### src/rtl/core/dcb_pkg.sv
`timescale 1ns / 1ps
// Shared types and constants for the draw command batcher.
// Used by every module of the batcher core; depends on nothing.
package dcb_pkg;

  localparam int COUNT_W    = 16;
  localparam int ELEMENTS_W = 24;
  localparam int TEXTURE_W  = 32;
  localparam int NUM_TYPES  = 4;

  localparam logic [TEXTURE_W-1:0] NO_TEXTURE = {TEXTURE_W{1'b1}};

  typedef enum logic [1:0] {
    TYPE_QUAD      = 2'd0,
    TYPE_MESH      = 2'd1,
    TYPE_PRIMITIVE = 2'd2,
    TYPE_CURVE     = 2'd3
  } cmd_type_t;

  typedef enum logic {
    OP_DRAW  = 1'b0,
    OP_FLUSH = 1'b1
  } op_t;

  typedef struct packed {
    op_t                    op;
    cmd_type_t              cmd_type;
    logic [TEXTURE_W-1:0]   texture;
    logic [COUNT_W-1:0]     count;
  } cmd_t;

  typedef struct packed {
    cmd_type_t              batch_type;
    logic [TEXTURE_W-1:0]   texture;
    logic [COUNT_W-1:0]     start;
    logic [ELEMENTS_W-1:0]  elements;
    logic                   frame_end;
  } batch_t;

endpackage

### src/rtl/core/draw_command_batcher_core.sv
`timescale 1ns / 1ps
// Draw command batcher core: groups a frame's draw commands into batches that share a type and
// texture (untextured commands join any open batch), with per-type instance start indices.
// A command word is taken every clock cycle while in_stall is low; the word closing a batch
// passes the s1 register and its batch word goes to the output register. Reset, or out_stall
// with both registers full, stalls input. Depends on dcb_pkg, dcb_inst_ctr, dcb_batch_unit.
module draw_command_batcher_core #(
  parameter int MAX_COMMANDS     = 65536,
  parameter int ELEMENT_SUM_BITS = 24
) (
  input  logic                clk,
  input  logic                rst,
  input  logic                in_valid,
  output logic                in_stall,
  input  logic                op,
  input  logic [1:0]          cmd_type,
  input  logic signed [31:0]  texture_id,
  input  logic [15:0]         element_count,
  output logic                out_valid,
  input  logic                out_stall,
  output logic [1:0]          batch_type,
  output logic signed [31:0]  batch_texture,
  output logic [15:0]         batch_start,
  output logic [23:0]         batch_elements,
  output logic                frame_end
);

  localparam int CapBits = (ELEMENT_SUM_BITS < dcb_pkg::ELEMENTS_W) ?
                           ELEMENT_SUM_BITS : dcb_pkg::ELEMENTS_W;
  localparam logic [dcb_pkg::ELEMENTS_W-1:0] ElemCap =
    {dcb_pkg::ELEMENTS_W{1'b1}} >> (dcb_pkg::ELEMENTS_W - CapBits);
  localparam int WrapAt = (MAX_COMMANDS < (1 << dcb_pkg::COUNT_W)) ?
                          MAX_COMMANDS : (1 << dcb_pkg::COUNT_W);

  logic                          s1_valid;
  dcb_pkg::cmd_t                 s1_cmd;
  logic                          s1_adv;
  logic                          step;
  logic                          emit;
  logic [dcb_pkg::COUNT_W-1:0]   type_count;
  dcb_pkg::batch_t               batch;
  dcb_pkg::batch_t               out_batch;

  assign s1_adv   = !out_valid || !out_stall;
  assign in_stall = rst || (s1_valid && !s1_adv);
  assign step     = s1_valid && s1_adv;

  always_ff @(posedge clk) begin
    if (rst) begin
      s1_valid <= 1'b0;
    end else if (!in_stall) begin
      s1_valid <= in_valid;
    end
  end

  always_ff @(posedge clk) begin
    if (in_valid && !in_stall) begin
      s1_cmd <= '{op: dcb_pkg::op_t'(op), cmd_type: dcb_pkg::cmd_type_t'(cmd_type),
                  texture: $unsigned(texture_id), count: element_count};
    end
  end

  dcb_inst_ctr #(
    .WrapAt (WrapAt)
  ) u_inst_ctr (
    .clk   (clk),
    .rst   (rst),
    .step  (step),
    .flush (s1_cmd.op == dcb_pkg::OP_FLUSH),
    .sel   (s1_cmd.cmd_type),
    .count (type_count)
  );

  dcb_batch_unit #(
    .ElemCap (ElemCap)
  ) u_batch_unit (
    .clk        (clk),
    .rst        (rst),
    .step       (step),
    .cmd        (s1_cmd),
    .type_count (type_count),
    .emit       (emit),
    .batch      (batch)
  );

  always_ff @(posedge clk) begin
    if (rst) begin
      out_valid <= 1'b0;
    end else if (s1_adv) begin
      out_valid <= emit;
    end
  end

  always_ff @(posedge clk) begin
    if (emit) begin
      out_batch <= batch;
    end
  end

  assign batch_type     = out_batch.batch_type;
  assign batch_texture  = $signed(out_batch.texture);
  assign batch_start    = out_batch.start;
  assign batch_elements = out_batch.elements;
  assign frame_end      = out_batch.frame_end;

endmodule

### src/rtl/core/dcb_inst_ctr.sv
`timescale 1ns / 1ps
// Per-type instance counters of the draw command batcher.
// Depends on dcb_pkg.
module dcb_inst_ctr #(
  parameter int WrapAt = 65536
) (
  input  logic                          clk,
  input  logic                          rst,
  input  logic                          step,
  input  logic                          flush,
  input  dcb_pkg::cmd_type_t            sel,
  output logic [dcb_pkg::COUNT_W-1:0]   count
);

  localparam logic [dcb_pkg::COUNT_W:0] WrapLimit = (dcb_pkg::COUNT_W + 1)'(WrapAt);

  logic [dcb_pkg::COUNT_W-1:0] cnt [dcb_pkg::NUM_TYPES];
  logic [dcb_pkg::COUNT_W:0]   inc;
  logic [dcb_pkg::COUNT_W-1:0] cnt_next;

  assign count = cnt[sel];
  assign inc   = {1'b0, cnt[sel]} + {{dcb_pkg::COUNT_W{1'b0}}, 1'b1};

  always_comb begin
    if (inc >= WrapLimit) begin
      cnt_next = '0;
    end else begin
      cnt_next = inc[dcb_pkg::COUNT_W-1:0];
    end
  end

  always_ff @(posedge clk) begin
    if (rst) begin
      for (int i = 0; i < dcb_pkg::NUM_TYPES; i++) begin
        cnt[i] <= '0;
      end
    end else if (step) begin
      if (flush) begin
        for (int i = 0; i < dcb_pkg::NUM_TYPES; i++) begin
          cnt[i] <= '0;
        end
      end else begin
        cnt[sel] <= cnt_next;
      end
    end
  end

endmodule

### src/rtl/core/dcb_batch_unit.sv
`timescale 1ns / 1ps
// Open batch register and merge decision of the draw command batcher.
// Depends on dcb_pkg.
module dcb_batch_unit #(
  parameter logic [dcb_pkg::ELEMENTS_W-1:0] ElemCap = {dcb_pkg::ELEMENTS_W{1'b1}}
) (
  input  logic                          clk,
  input  logic                          rst,
  input  logic                          step,
  input  dcb_pkg::cmd_t                 cmd,
  input  logic [dcb_pkg::COUNT_W-1:0]   type_count,
  output logic                          emit,
  output dcb_pkg::batch_t               batch
);

  logic                            open_valid;
  dcb_pkg::cmd_type_t              open_type;
  logic [dcb_pkg::TEXTURE_W-1:0]   open_texture;
  logic [dcb_pkg::COUNT_W-1:0]     open_start;
  logic [dcb_pkg::ELEMENTS_W-1:0]  open_elements;

  logic                            is_flush;
  logic                            single;
  logic                            merge;
  logic [dcb_pkg::ELEMENTS_W-1:0]  elems_raw;
  logic [dcb_pkg::ELEMENTS_W-1:0]  elems;
  logic [dcb_pkg::ELEMENTS_W:0]    sum;
  logic [dcb_pkg::ELEMENTS_W-1:0]  sum_sat;

  always_comb begin
    is_flush  = (cmd.op == dcb_pkg::OP_FLUSH);
    single    = (cmd.cmd_type == dcb_pkg::TYPE_QUAD) ||
                (cmd.cmd_type == dcb_pkg::TYPE_PRIMITIVE);
    elems_raw = single ? dcb_pkg::ELEMENTS_W'(1)
                       : {{(dcb_pkg::ELEMENTS_W-dcb_pkg::COUNT_W){1'b0}}, cmd.count};
    elems     = (elems_raw > ElemCap) ? ElemCap : elems_raw;
    merge     = open_valid &&
                (((cmd.cmd_type == open_type) && (cmd.texture == open_texture)) ||
                 (cmd.texture == dcb_pkg::NO_TEXTURE));
    sum       = {1'b0, open_elements} + {1'b0, elems};
    sum_sat   = (sum > {1'b0, ElemCap}) ? ElemCap : sum[dcb_pkg::ELEMENTS_W-1:0];
    emit      = step && open_valid && (is_flush || !merge);
    batch     = '{batch_type: open_type, texture: open_texture, start: open_start,
                  elements: open_elements, frame_end: is_flush};
  end

  always_ff @(posedge clk) begin
    if (rst) begin
      open_valid <= 1'b0;
    end else if (step) begin
      open_valid <= !is_flush;
    end
  end

  always_ff @(posedge clk) begin
    if (step && !is_flush) begin
      if (merge) begin
        open_elements <= sum_sat;
      end else begin
        open_type     <= cmd.cmd_type;
        open_texture  <= cmd.texture;
        open_start    <= type_count;
        open_elements <= elems;
      end
    end
  end

endmodule

### config.mk
export PLATFORM = sky130hd
export DESIGN_NAME = draw_command_batcher_core
export DESIGN_NICKNAME = d
export VERILOG_FILES = /design/src/rtl/core/dcb_pkg.sv /design/src/rtl/core/draw_command_batcher_core.sv /design/src/rtl/core/dcb_inst_ctr.sv /design/src/rtl/core/dcb_batch_unit.sv
export SDC_FILE = /design/constraint.sdc
export NUM_CORES = 1
export LEC_CHECK = 0
export BUFFER_PORTS_ARGS = -buffer_cell sky130_fd_sc_hd__buf_4
export CORE_MARGIN = 2
export CORE_UTILIZATION = 29
export CTS_CLUSTER_SIZE = 28
export DETAILED_ROUTE_END_ITERATION = 7
export PLACE_DENSITY_LB_ADDON = 0.05
export SLEW_MARGIN = 20
export SYNTH_ARGS = -nofsm -noshare
export SYNTH_HDL_FRONTEND = slang
export SYNTH_SLANG_ARGS = --single-unit
### constraint.sdc
create_clock -name clk -period 6.27 [get_ports clk]
set_input_delay 0.3135 -clock clk [delete_from_list [all_inputs] [get_ports clk]]
set_output_delay 0.3135 -clock clk [all_outputs]
set_load 0.05 [all_outputs]
; Yosys cells after proc, flatten, opt, wreduce, memory -nomap -nowiden
; Memory sizes are Yosys's and may differ from the RTL's. A register that Yosys moved wholly into a read port is not among the register bits.
; Index checks and enable logic that the tools add are counted.
[word_totals]
regBits = 203
ram_bits = 64
out_inout_bits = 77
elab_cells = 76
n_memories = 1
[memory_table]
columns = name, words, word_bits, rd, rd_clocked_by_memory_dff, write_ports, line_no
row1 = u_inst_ctr.cnt, 4, 16, 1, 1, 4, dcb_inst_ctr.sv:17  ; logic [dcb_pkg::COUNT_W-1:0] cnt [dcb_pkg::NUM_TYPES];
[op_classes]
n_addsub = 2
n_lt_le_gt_ge = 3
n_eq_ne = 4
n_mux = 23
n_bitwise = 5
reduce_logical = 22
[op_table]
columns = cell, n
row1 = $mux W16, 7
row2 = $mux W24, 3
row3 = $eq A32 B32 Y1, 1
row4 = $eq A32 B32 Y1 const B, 1
row5 = $add A24 B24 Y25, 1
row6 = $gt A25 B24 Y1 const B, 1
row7 = $gt A24 B24 Y1 const B, 1
row8 = $add A16 B1 Y17 const B, 1
row9 = $ge A17 B17 Y1 const B, 1
row10 = $reduce_or A16 Y1, 1
row11 = $mux W1, 11
row12 = $logic_and A1 B1 Y1, 8
row13 = $logic_not A1 Y1, 6
row14 = $logic_or A1 B1 Y1, 5
row15 = $mux W2, 2
row16 = $or A1 B1 Y1, 4
row17 = $eq A2 B2 Y1, 1
row18 = $eq A2 B2 Y1 const B, 1
row19 = $logic_not A2 Y1, 1
row20 = $reduce_and A2 Y1, 1
row21 = $not A1 Y1, 1

; Logic depth before layout (Yosys ltp)
; Gate-level depths: netlist (run 1).
[logic_depth]
depth_word = 9
ltp_mapped = 13
ltp_nobuf = 11

; By module
; From an unflattened synthesis (run 1), not the netlist that was laid out.
[unflattened]
hier_cells = 727
area_unflattened_um2 = 11232.0
[modules_own_cells]
columns = mod, n_inst, cells_each, area_per_inst_um2
row1 = dcb_batch_unit, 1, 381, 4326.6
row2 = draw_command_batcher_core, 1, 136, 3877.5
row3 = dcb_inst_ctr, 1, 210, 3027.9

; Least setup slack after synthesis (run 1)
; Ideal clock, no wire load.
[synth_path]
path_kind = reg-to-reg
start = register s1_cmd[49] (netlist bit)
end = register u_batch_unit.open_start[0] (netlist bit) (read register of u_inst_ctr.cnt), enable pin
setup_ns = 0.520
t_arrival_ns = 4.760
required_time_ns = 5.750
path_slack_ns = 0.990
stages_incl_launch_ff = 9
path_buffers = 2
cell_sequence = edfxtp_1 > xor2_1 > nor4_1 > nand4_1 > o31ai_1 > and2_1 > buf_2 > clkbuf_1 > nor3_1
[synth_between]
elab_chain_len = 6
[synth_lines]
columns = element, line_no
row1 = start: declaration, draw_command_batcher_core.sv:36  ; dcb_pkg::cmd_t s1_cmd;
row2 = start signal: assignment, draw_command_batcher_core.sv:58  ; s1_cmd <= '{op: dcb_pkg::op_t'(op), cmd_type: dcb_pkg::cmd_type_t'(cmd_type),
row3 = $eq A2 B2 Y1, dcb_batch_unit.sv:38  ; (((cmd.cmd_type == open_type) && (cmd.texture == open_texture)) ||
row4 = $logic_and A1 B1 Y1, dcb_batch_unit.sv:38
row5 = $logic_or A1 B1 Y1, dcb_batch_unit.sv:38
row6 = $logic_and A1 B1 Y1, dcb_batch_unit.sv:37  ; merge = open_valid &&
row7 = $not A1 Y1 (no line), --
row8 = $reduce_and A2 Y1 (no line), --
row9 = end: declaration, dcb_batch_unit.sv:19  ; logic [dcb_pkg::COUNT_W-1:0] open_start;
; No other way between the ends.
; A chain may end at the register's enable or synchronous reset.

; Final worst setup path (run 1)
[layout_path]
start = register s1_cmd[48] (netlist bit)
end = register u_batch_unit.open_start[9] (netlist bit) (read register of u_inst_ctr.cnt), enable pin
; Same word-level chain as after synthesis.

==> results by group, run 1 <==
Run status
  – Outcome: finished clean

Logic synthesis
  – Most frequent cell after synthesis: edfxtp_1
  – Leading area contributor after synthesis: edfxtp_1
  – Largest family of logic cells by synthesized area: simple AND/OR/NAND/NOR gates
  – Synth Area in Simple Gates: 9.90%
  – Netlist Area Pre-Place: around 0.011 mm²
  – Synth Area in Compound Gates: 4.97%
  – Yosys reg bits: roughly 270
  – Syn nets: ~770
  – Number of synthesized flops with an enable pin: roughly 260
  – Post-synth top flop: edfxtp_1
  – Warnings from Yosys: 0
  – Top cell type's share of synthesized area: 72.4%
  – XOR/XNOR Fraction of Synth Area: 4.88%
  – Asr flop ratio synth: 0%
  – Register area share after synthesis: 73.3%
  – Post-Synth Adder-Cell Area: 2.13%
  – Mapped Cells: 699
  – Area contributors post-synth: edfxtp_1 72%, xor2_1 3.4%, mux4_2 3.3%
  – Cell variety after synth: 53
  – Mux contribution to synthesized area: 3.50%
  – Synth top cells by count: 264 x edfxtp_1, 95 x nor2_1, 43 x xor2_1
  – Syn avg cell area: 15.7 µm²

Worst setup path
  – Largest fanout on the critical path: 50
  – CP dominant cell by count: buf_4
  – Crit path cell chain: buf_4, xor2_1, nor4_1, nand3_1, o31ai_1, and2_1, buf_4, nor3_2, buf_4
  – Worst Path Arrival: around 3.6 ns
  – Slowest stage delay, CP: 0.56 ns
  – CP Capture Type: flop
  – Crit path required time: between 6 and 7 ns
  – Critical Path Slowest Stage Cell: o31ai_1
  – CP Launch Type: flop
  – Crit Path Class: reg2reg

Finish
  – Fill count: 3560
  – Ant diodes: 0
  – Area growth from synthesis to layout: 29.3%
  – Layout Utilization: 37.9%
  – Post-layout instance area: 0.0142 mm²
  – Seq. cell area: 0.00803 mm²
  – Area of the multi-input gates: approximately 0.0028 mm²
  – Final nets: between 900 and 1k
  – Fraction of layout cells with a size suffix above 1: 23.5%

Global routing
  – GRT Overall Usage: around 14%
  – Largest net degree at the start of global routing: 56
  – Vias in the first global route: 6847
  – GRT Residual Overflow: 0
  – First-pass GRT wire length: between 40000 and 50000 µm
  – Initial antenna violation count: 1

CTS
  – Post-CTS sizing: 0
  – Root Buffer: clkbuf_16
  – Sink Count: 269
  – TritonCTS clock tree: built
  – CTS Buf Count: 31
  – CTS Buffer Depth: 3
  – Setup bufs post-CTS: 0
  – Clock transition at path regs: 0.06 ns
  – Clock Latency Late Sink: 0.57 ns
  – Post-CTS Hold Fix Bufs: 54
  – H-tree depth: 1

Power
  – Power per Cell Area: 301 mW/mm²
  – Static Leak: 5.06 nW
  – Tot Pwr: around 0.0043 W
  – Max IR drop VDD: around 160 µV

Floorplan
  – FP Rows: 71
  – Initial Util: 29.3%
  – Core area: 0.0374 mm²
  – Total die area: 0.0393 mm²
  – I/O pin cnt: 132
  – Chip Height: a little under 200 µm
  – Die width: ~200 µm

Place
  – RD Place Congestion: about 0.8
  – DP Area: 0.0125 mm²
  – HPWL after DPL: 18200 µm
  – Pre-CTS setup slack: 2.86 ns
  – IO Port Bufs: 131

STA
  – Setup TNS: 0 ns
  – Fin crit share: between 50% and 60%
  – Peak Freq: 298 MHz
  – Tightest Pin Transition: 0.993 ns
  – Slew Limit Fails: 0
  – Max_slew headroom: 33.6%
  – Setup-failing EPs final: 0
  – RSZ-0062 raised after global routing: false
  – Clk_skew: approximately 0.013 ns
  – PnR worst setup slack: slightly below 3 ns
  – Minimum clock period: 3.36 ns
  – Final hold viol count: 0

Routing
  – DRT Wirelength: between 20000 and 30000 µm
  – TritonRoute pass-1 iters: 5
  – DR vias: 6490
  – DR vias/cell: 4.50
  – Final ANT Viol Nets: 0
  – Routed WL per cell: 19.0 µm
  – Initial DRC count: around 430
  – DRC Markers: 0

Min path
  – Hold Path Class: in2reg

Run
  – Max-cap violations: 0
==> layout make-up <==
| cell class | count | area share, % |
|---|---|---|
| sequential | 269 | 56.7 |
| inverter | 11 | 0.292 |
| tap | 511 | 4.52 |
| timing repair buffer | 193 | 11.2 |
| multi-input combinational | 401 | 19.8 |
| clock buffer | 40 | 5.93 |
| clock inverter | 18 | 1.63 |
==> state kept, by name (all words and copies together), names as in the netlist, named ones only <==
register                    cells
u_batch_unit.open_valid         1
batch_type                      2
u_batch_unit.open_elements     24
out_valid                       1
u_inst_ctr.cnt                 64
s1_valid                        1
frame_end                       1
batch_start                    16
u_batch_unit.open_texture      32
u_batch_unit.open_type          2
batch_elements                 24
batch_texture                  32
u_batch_unit.open_start        16
s1_cmd                         51
==> cells by family (layout without fill, tap and decap cells) <==
family                     after synthesis  in the layout
buffers and inverters                   29            262
AOI/OAI and AO/OA                       84             84
muxes                                   18             18
DFF                                    269            269
adders and majority gates               18             18
xor gates and xnor gates                61             61
and+or+nand+nor                        220            220
==> worst max-delay path: cells and delay by family (launching register included) <==
family	cells	cell delay [ns]
XOR/XNOR	1	0.19
AO/OA/AOI/OAI	1	0.56
buffers and inverters	3	0.92
flip-flops	1	0.52
AND/OR/NAND/NOR	4	0.75
==> per-stage QoR <==
| stage | instances | hold WS, ns |
|---|---|---|
| 2_1_floorplan | 699 | 0.386 |
| 3_3_place_gp | 1331 | 0.402 |
| 3_5_place_dp | 1331 | 0.408 |
| 4_1_cts | 1443 | 0.165 |
| 5_1_grt | 1443 | 0.227 |
| 6_report | 1443 | 0.192 |
==> metal layers <==
layer,up-vias,global-route usage [%],wire (µm)
li1,3071,-,-
met5,-,0,0
met1,3220,19.2,12800
met4,0,3.37,432
met2,166,23.0,12700
met3,33,2.42,1390
==> final timing paths <==
check                              start                    endpoint  slack [ns]  cells after the start
max reg2reg                   s1_cmd[48]  u_batch_unit.open_start[9]        2.91                      9
min                             in_valid                        flop        0.19                      3
min reg2reg  u_batch_unit.open_start[13]             batch_start[13]        0.42                      0
max                           s1_cmd[48]  u_batch_unit.open_start[9]        2.91                      9
==> placed cells by master (no fill, tap or decap), drive strengths merged, types with 4 or more instances in the layout <==
cell / netlist / layout
edfxtp: 264 / 264
buf: 7 / 139
nor2: 95 / 95
dlygate4sd3: 0 / 54
xor2: 43 / 43
clkbuf: 11 / 40
nand2: 38 / 38
a21oi: 21 / 21
a31oi: 20 / 20
and2: 19 / 19
xnor2: 18 / 18
ha: 17 / 17
mux4: 16 / 16
nand3: 14 / 14
inv: 11 / 12
nor4: 10 / 10
nand4: 10 / 10
o21ai: 10 / 10
clkinv: 0 / 9
nor3: 8 / 8
and3: 8 / 8
o21a: 5 / 5
a211oi: 5 / 5
a21o: 5 / 5
nor2b: 5 / 5
dfxtp: 5 / 5
bufinv: 0 / 5
nand2b: 5 / 5
o211ai: 4 / 4
==> where the power goes <==
part / internal, W / switching [W] / leakage [nW] / total, W
registers: 0.00205 / 0.0000408 / 2.58 / 0.00209
logic: 0.000126 / 0.000173 / 1.97 / 0.000300
clock network: 0.00115 / 0.000725 / 0.513 / 0.00187
(Power assumes the default switching activity.)
==> inputs of run 2 (changes only) <==
Clock period 6.27 ns to 2.8 ns, I/O delays scaled along.
==> results by group, run 2 (same netlist as run 1, synthesis figures left out) <==
Run status
  – Outcome: finished with violations
  – Failing checks: setup timing

Finish
  – Area growth from synthesis to layout: 42.5%
  – Most common cell after layout, fill and taps aside: edfxtp_1
  – Commonest cells after routing, fill and taps aside: 264 x edfxtp_1, 190 x buf_4, 93 x nor2_1
  – Largest regs: u_inst_ctr.cnt: 64 flops, s1_cmd: 51 flops
  – Ant diodes: 0
  – Seq. cell area: 0.00803 mm²
  – Post-layout instance area: 0.0156 mm²
  – Fill count: 3457
  – Biggest register: u_inst_ctr.cnt
  – Final nets: 1059
  – Largest register FFs: 64
  – Fraction of layout cells with a size suffix above 1: 35.5%
  – Area of the multi-input gates: ~0.0033 mm²

Place
  – DP Area: ~0.013 mm²
  – HPWL after DPL: 18400 µm
  – RD Place Congestion: 0.777
  – IO Port Bufs: 131

Power
  – Tot Pwr: 0.00971 W
  – Power per Cell Area: 623 mW/mm²
  – Max IR drop VDD: between 400 and 500 µV
  – Static Leak: 5.63 nW

STA
  – Fin crit share: 100%
  – Setup-failing EPs final: 1
  – Final hold viol count: 0
  – Clk_skew: 0.00991 ns
  – Tightest Pin Transition: 0.538 ns
  – Worst hold slack: 0.0244 ns
  – PnR worst setup slack: -0.0123 ns
  – RSZ-0062 raised after global routing: true
  – Max_slew headroom: 64.1%
  – Minimum clock period: between 2 and 3 ns
  – Slew Limit Fails: 0
  – Peak Freq: ~360 MHz

Floorplan
  – I/O pin cnt: around 130
  – Initial Util: 29.3%
  – FP Rows: 71
  – Total die area: 0.0393 mm²
  – Chip Height: 198 µm
  – Die width: 198 µm
  – Core area: 0.0374 mm²

Worst setup path
  – Worst R2R End: u_batch_unit.open_elements[19]
  – Largest fanout on the critical path: 8
  – CP Capture Type: flop
  – Crit Path Class: reg2reg
  – Reg2Reg Setup Slack: -0.01 ns
  – CP Launch Type: flop
  – Crit path required time: 3.12 ns
  – Worst Path Arrival: approximately 3.1 ns
  – RR Startpoint: s1_cmd[48]
  – Reg2Reg Depth: 11

Global routing
  – GRT Residual Overflow: 0
  – Vias in the first global route: 7077
  – Initial antenna violation count: 0
  – Largest net degree at the start of global routing: 46
  – First-pass GRT wire length: approximately 41000 µm
  – GRT Overall Usage: 13.9%

CTS
  – Sink Count: about 270
  – CTS Buffer Depth: 3
  – H-tree depth: 1
  – Root Buffer: clkbuf_16
  – TritonCTS clock tree: built
  – Clock Latency Late Sink: 0.57 ns
  – CTS Buf Count: 31
  – Clock transition at path regs: 0.06 ns

Routing
  – Initial DRC count: about 400
  – Routed WL per cell: 18.7 µm
  – DR vias: 6913
  – Final ANT Viol Nets: 0
  – DRT Wirelength: 28400 µm
  – DRC Markers: 0
  – TritonRoute pass-1 iters: 5
  – DR vias/cell: ~4.5

Min path
  – Hold depth: 3
  – Hold Path Class: in2reg
  – Hold path startpoint: in_valid

Run
  – Max-cap violations: 0
## run 2: cell count changes in the layout (fill, tap and decap cells not counted), moves of 6 or more
cell | previous run | this run
a31oi_1 | 20 | 5
a31oi_4 | 0 | 14
a21oi_1 | 20 | 14
buf_4 | 139 | 190
a21oi_2 | 0 | 6
buf_12 | 0 | 19
## run 2: worst max-delay path by stage
stage                           from  depth (start not counted)                             end
after global routing      s1_cmd[48]                         11  u_batch_unit.open_elements[19]
after global placement    s1_cmd[48]                         10  u_batch_unit.open_elements[19]
after CTS                 s1_cmd[48]                         12  u_batch_unit.open_elements[12]
after detailed placement  s1_cmd[48]                         12  u_batch_unit.open_elements[18]
after floorplan           s1_cmd[49]                          8      u_batch_unit.open_start[0]
final                     s1_cmd[48]                         11  u_batch_unit.open_elements[19]
## run 2: cell type report
| class | instances | area share (%) |
|---|---|---|
| sequential | 269 | 51.5 |
| clock inverter | 21 | 1.62 |
| multi-input combinational | 401 | 21.3 |
| clock buffer | 37 | 5.12 |
| inverter | 11 | 0.289 |
| timing repair buffer | 272 | 16.1 |
| tap | 511 | 4.10 |
## run 2: report_power, final
part	internal, W	total [W]	switching (W)
Clock	0.00257	0.00418	0.00161
Combinational	0.000412	0.000881	0.000469
Sequential	0.00458	0.00465	0.0000725
Total	0.00756	0.00971	0.00215
## run 2: critical path, cell delays in order (launching register included)
cell and delay (ns):
edfxtp_1 0.40, buf_4 0.18, clkbuf_16 0.16, and2_1 0.18
ha_4 0.24, a21oi_2 0.20, o21ai_2 0.11, o21a_1 0.24
a311oi_4 0.37, nor2b_2 0.10, o21a_1 0.18, o211a_1 0.20
## run 2: what timing repair did
item | 4_1_cts | 5_1_grt
gates resized for setup | 17 | 66
hold buffers | 54 | 0
hold endpoints to repair | 56 | 0
buffers inserted | 3 | 13
endpoints found under the setup margin | 24 | 74
cloned | 0 | 5
pin swaps | 4 | 37
## run 2: layer usage
layer	global-route usage, %	wire [µm]	up-vias
met3	2.40	1600	35
met4	3.98	484	0
met2	22.8	13600	196
met1	18.9	12800	3436
met5	0	0	-
li1	-	-	3246
## run 2: through the flow
stage	cells	util, %	TNS [ns]	worst slack (ns)
2_1_floorplan	699	-	-6.28	-0.124
3_3_place_gp	1389	35.3	-0.621	-0.0514
3_5_place_dp	1389	35.3	-4.38	-0.280
4_1_cts	1504	39.8	-0.0174	-0.00824
5_1_grt	1522	41.7	-1.86	-0.136
6_report	1522	41.7	-0.0123	-0.0123
==> inputs of run 3 (changes only) <==
Settings changed: SYNTH_HIERARCHICAL from default to 1.
Clock period 2.8 ns to 2.9 ns, I/O delays scaled along.
==> results by group, run 3 <==
Routing
  – TritonRoute pass-1 iters: 4
  – Wire length on met2: 15100 µm
  – WL met3: 1340 µm
  – DR vias: 7082
  – Initial DRC count: roughly 360
  – DRT Wirelength: approximately 30000 µm
  – Routed WL per cell: just under 20 µm
  – DR top layer: met4
  – Final ANT Viol Nets: 0
  – DRC Markers: 0
  – M1 wire length: 12700 µm
  – DR vias/cell: 4.59

Global routing
  – Initial antenna violation count: 0
  – Largest net degree at the start of global routing: 52
  – GRT Overall Usage: 14.8%
  – First-pass GRT wire length: 45000 µm
  – GRT Residual Overflow: 0
  – Vias in the first global route: 7463

STA
  – Tightest Pin Transition: 0.798 ns
  – Max_slew headroom: 46.8%
  – Final hold viol count: 0
  – Minimum clock period: about 2.8 ns
  – Peak Freq: about 350 MHz
  – Setup-failing EPs final: 0
  – Clk_skew: 0.0208 ns
  – Setup TNS: 0 ns
  – Fin crit share: 97.5%
  – Slew Limit Fails: 0
  – Worst hold slack: 0.329 ns
  – RSZ-0062 raised after global routing: true

Logic synthesis
  – Most frequent cell after synthesis: edfxtp_1
  – Leading area contributor after synthesis: edfxtp_1
  – Register area share after synthesis: between 70% and 80%
  – Syn nets: 800
  – Area contributors post-synth: edfxtp_1 71%, xor2_1 3.0%, mux4_2 3.0%
  – Mapped Cells: 727
  – Asr flop ratio synth: 0%
  – Warnings from Yosys: 6
  – Syn avg cell area: 15.4 µm²
  – Top cell type's share of synthesized area: 70.6%
  – Cell variety after synth: 60
  – Synth top cells by count: 264 x edfxtp_1, 85 x nor2_1, 39 x nand2_1, 39 x xor2_1, 37 x a21oi_1
  – Post-synth top flop: edfxtp_1
  – Number of synthesized flops with an enable pin: 264
  – Yosys reg bits: ~270
  – Netlist Area Pre-Place: 0.0112 mm²

Worst setup path
  – CP Launch Type: flop
  – Crit Path Class: reg2reg
  – Largest fanout on the critical path: 7
  – Worst Path Arrival: 3.20 ns
  – Crit path required time: 3.27 ns
  – CP Capture Type: flop

Floorplan
  – Initial Util: between 20 and 30%
  – Die width: 201 µm
  – FP Rows: 72
  – I/O pin cnt: 132
  – Chip Height: 201 µm
  – Core area: 0.0385 mm²
  – Total die area: 0.0403 mm²

Run status
  – Outcome: finished clean

Finish
  – Largest regs: u_inst_ctr/cnt: 64 flops, s1_cmd: 51 flops
  – Ant diodes: 0
  – Post-layout instance area: 0.0154 mm²
  – Area of the multi-input gates: 0.00328 mm²
  – Fill count: ~3.6k
  – Seq. cell area: 0.00799 mm²
  – Area growth from synthesis to layout: 36.7%
  – Commonest cells after routing, fill and taps aside: 264 x edfxtp_1, 190 x buf_4, 85 x nor2_1
  – Biggest register: u_inst_ctr/cnt
  – Final nets: about 1.1k
  – Most common cell after layout, fill and taps aside: edfxtp_1
  – Fraction of layout cells with a size suffix above 1: 32.1%
  – Largest register FFs: 64

CTS
  – Root Buffer: clkbuf_16
  – H-tree depth: 2
  – CTS Buf Count: 34
  – Clock transition at path regs: 0.06 ns
  – CTS Buffer Depth: 3
  – Sink Count: 267
  – TritonCTS clock tree: built
  – Clock Latency Late Sink: 0.54 ns

Power
  – Sequential Power Share: between 40% and 50%
  – Static Leak: 5.67 nW
  – Int Power: 0.00735 W
  – Comb power frac: between 8 and 9%
  – Power per Cell Area: 616 mW/mm²
  – NetSw: around 0.0021 W
  – Sw frac: ~22%
  – Clk pwr share: 44.6%
  – Max IR drop VDD: 451 µV

Place
  – RD Place Congestion: between 0.7 and 0.8
  – DP Area: ~0.013 mm²
  – IO Port Bufs: 131
  – HPWL after DPL: 20100 µm

Run
  – Max-cap violations: 0

Min path
  – Hold Path Class: in2reg
-- run 3: critical path, stage by stage (launching register included) --
cell and delay [ns]:
edfxtp_1 0.41, buf_12 0.16, nand2b_4 0.07, ha_4 0.13
inv_2 0.04, fa_2 0.41, nor2b_4 0.16, o311ai_4 0.12
a2111o_1 0.49, a21boi_4 0.20, buf_6 0.13, buf_8 0.12
a21oi_2 0.03, a31oi_1 0.18
-- run 3: layer usage --
layer  global-route usage (%)  up-vias
li1                         -     3326
met1                     18.5     3529
met2                     25.2      166
met3                     2.68       61
met4                     6.08        0
met5                        0        -
-- run 3: cells by family after synthesis --
group	count (synthesis)	share of synthesized area, %
fa+ha+maj	18	2.07
simple gates	209	9.29
xor+xnor	56	4.43
flops	267	71.1
compound gates	105	6.75
mux	29	4.42
buf+inv	43	1.92
-- run 3: per-stage QoR --
step / std cells / util [%] / total power [W] / setup WS, ns
3_5_place_dp: 1423 / 34.8 / 0.00523 / -0.113
5_1_grt: 1544 / 39.9 / 0.00985 / -0.0295
2_1_floorplan: 727 / - / 0.00491 / 0.0277
4_1_cts: 1537 / 39.1 / 0.00961 / 0.0102
3_3_place_gp: 1423 / 34.8 / 0.00523 / -0.0319
6_report: 1544 / 39.9 / 0.00947 / 0.0731
-- run 3: power by group through the flow --
stage               logic [W]  registers (W)  clock network, W
finish               0.000774        0.00447           0.00423
global route         0.000840        0.00448           0.00453
CTS                  0.000750        0.00447           0.00439
detailed placement   0.000684        0.00455                 0
global placement     0.000683        0.00454                 0
floorplan            0.000349        0.00457                 0
-- run 3: what timing repair did --
item,in CTS,in global routing
hold buffers,54,0
pin swaps,2,17
resized for setup,4,50
setup buffers,0,8
hold endpoints to repair,54,0
endpoints found under the setup margin,21,20
-- run 3: area by class of cell --
cell class	instances	area share, %
clock buffer	42	5.74
clock inverter	18	1.48
tap	518	4.22
inverter	21	0.513
sequential	267	52.0
timing repair buffer	261	14.7
multi-input combinational	417	21.4
-- run 3: worst paths after layout --
kind                            slack [ns]                        from  cells after the start                        endpoint
worst max-delay path                  0.07                  s1_cmd[48]                     13  u_batch_unit/open_elements[12]
worst min-delay path                  0.33              texture_id[18]                      2                      s1_cmd[34]
worst max register to register        0.07                  s1_cmd[48]                     13  u_batch_unit/open_elements[12]
worst min register to register        0.42  u_batch_unit/open_start[5]                      0                  batch_start[5]
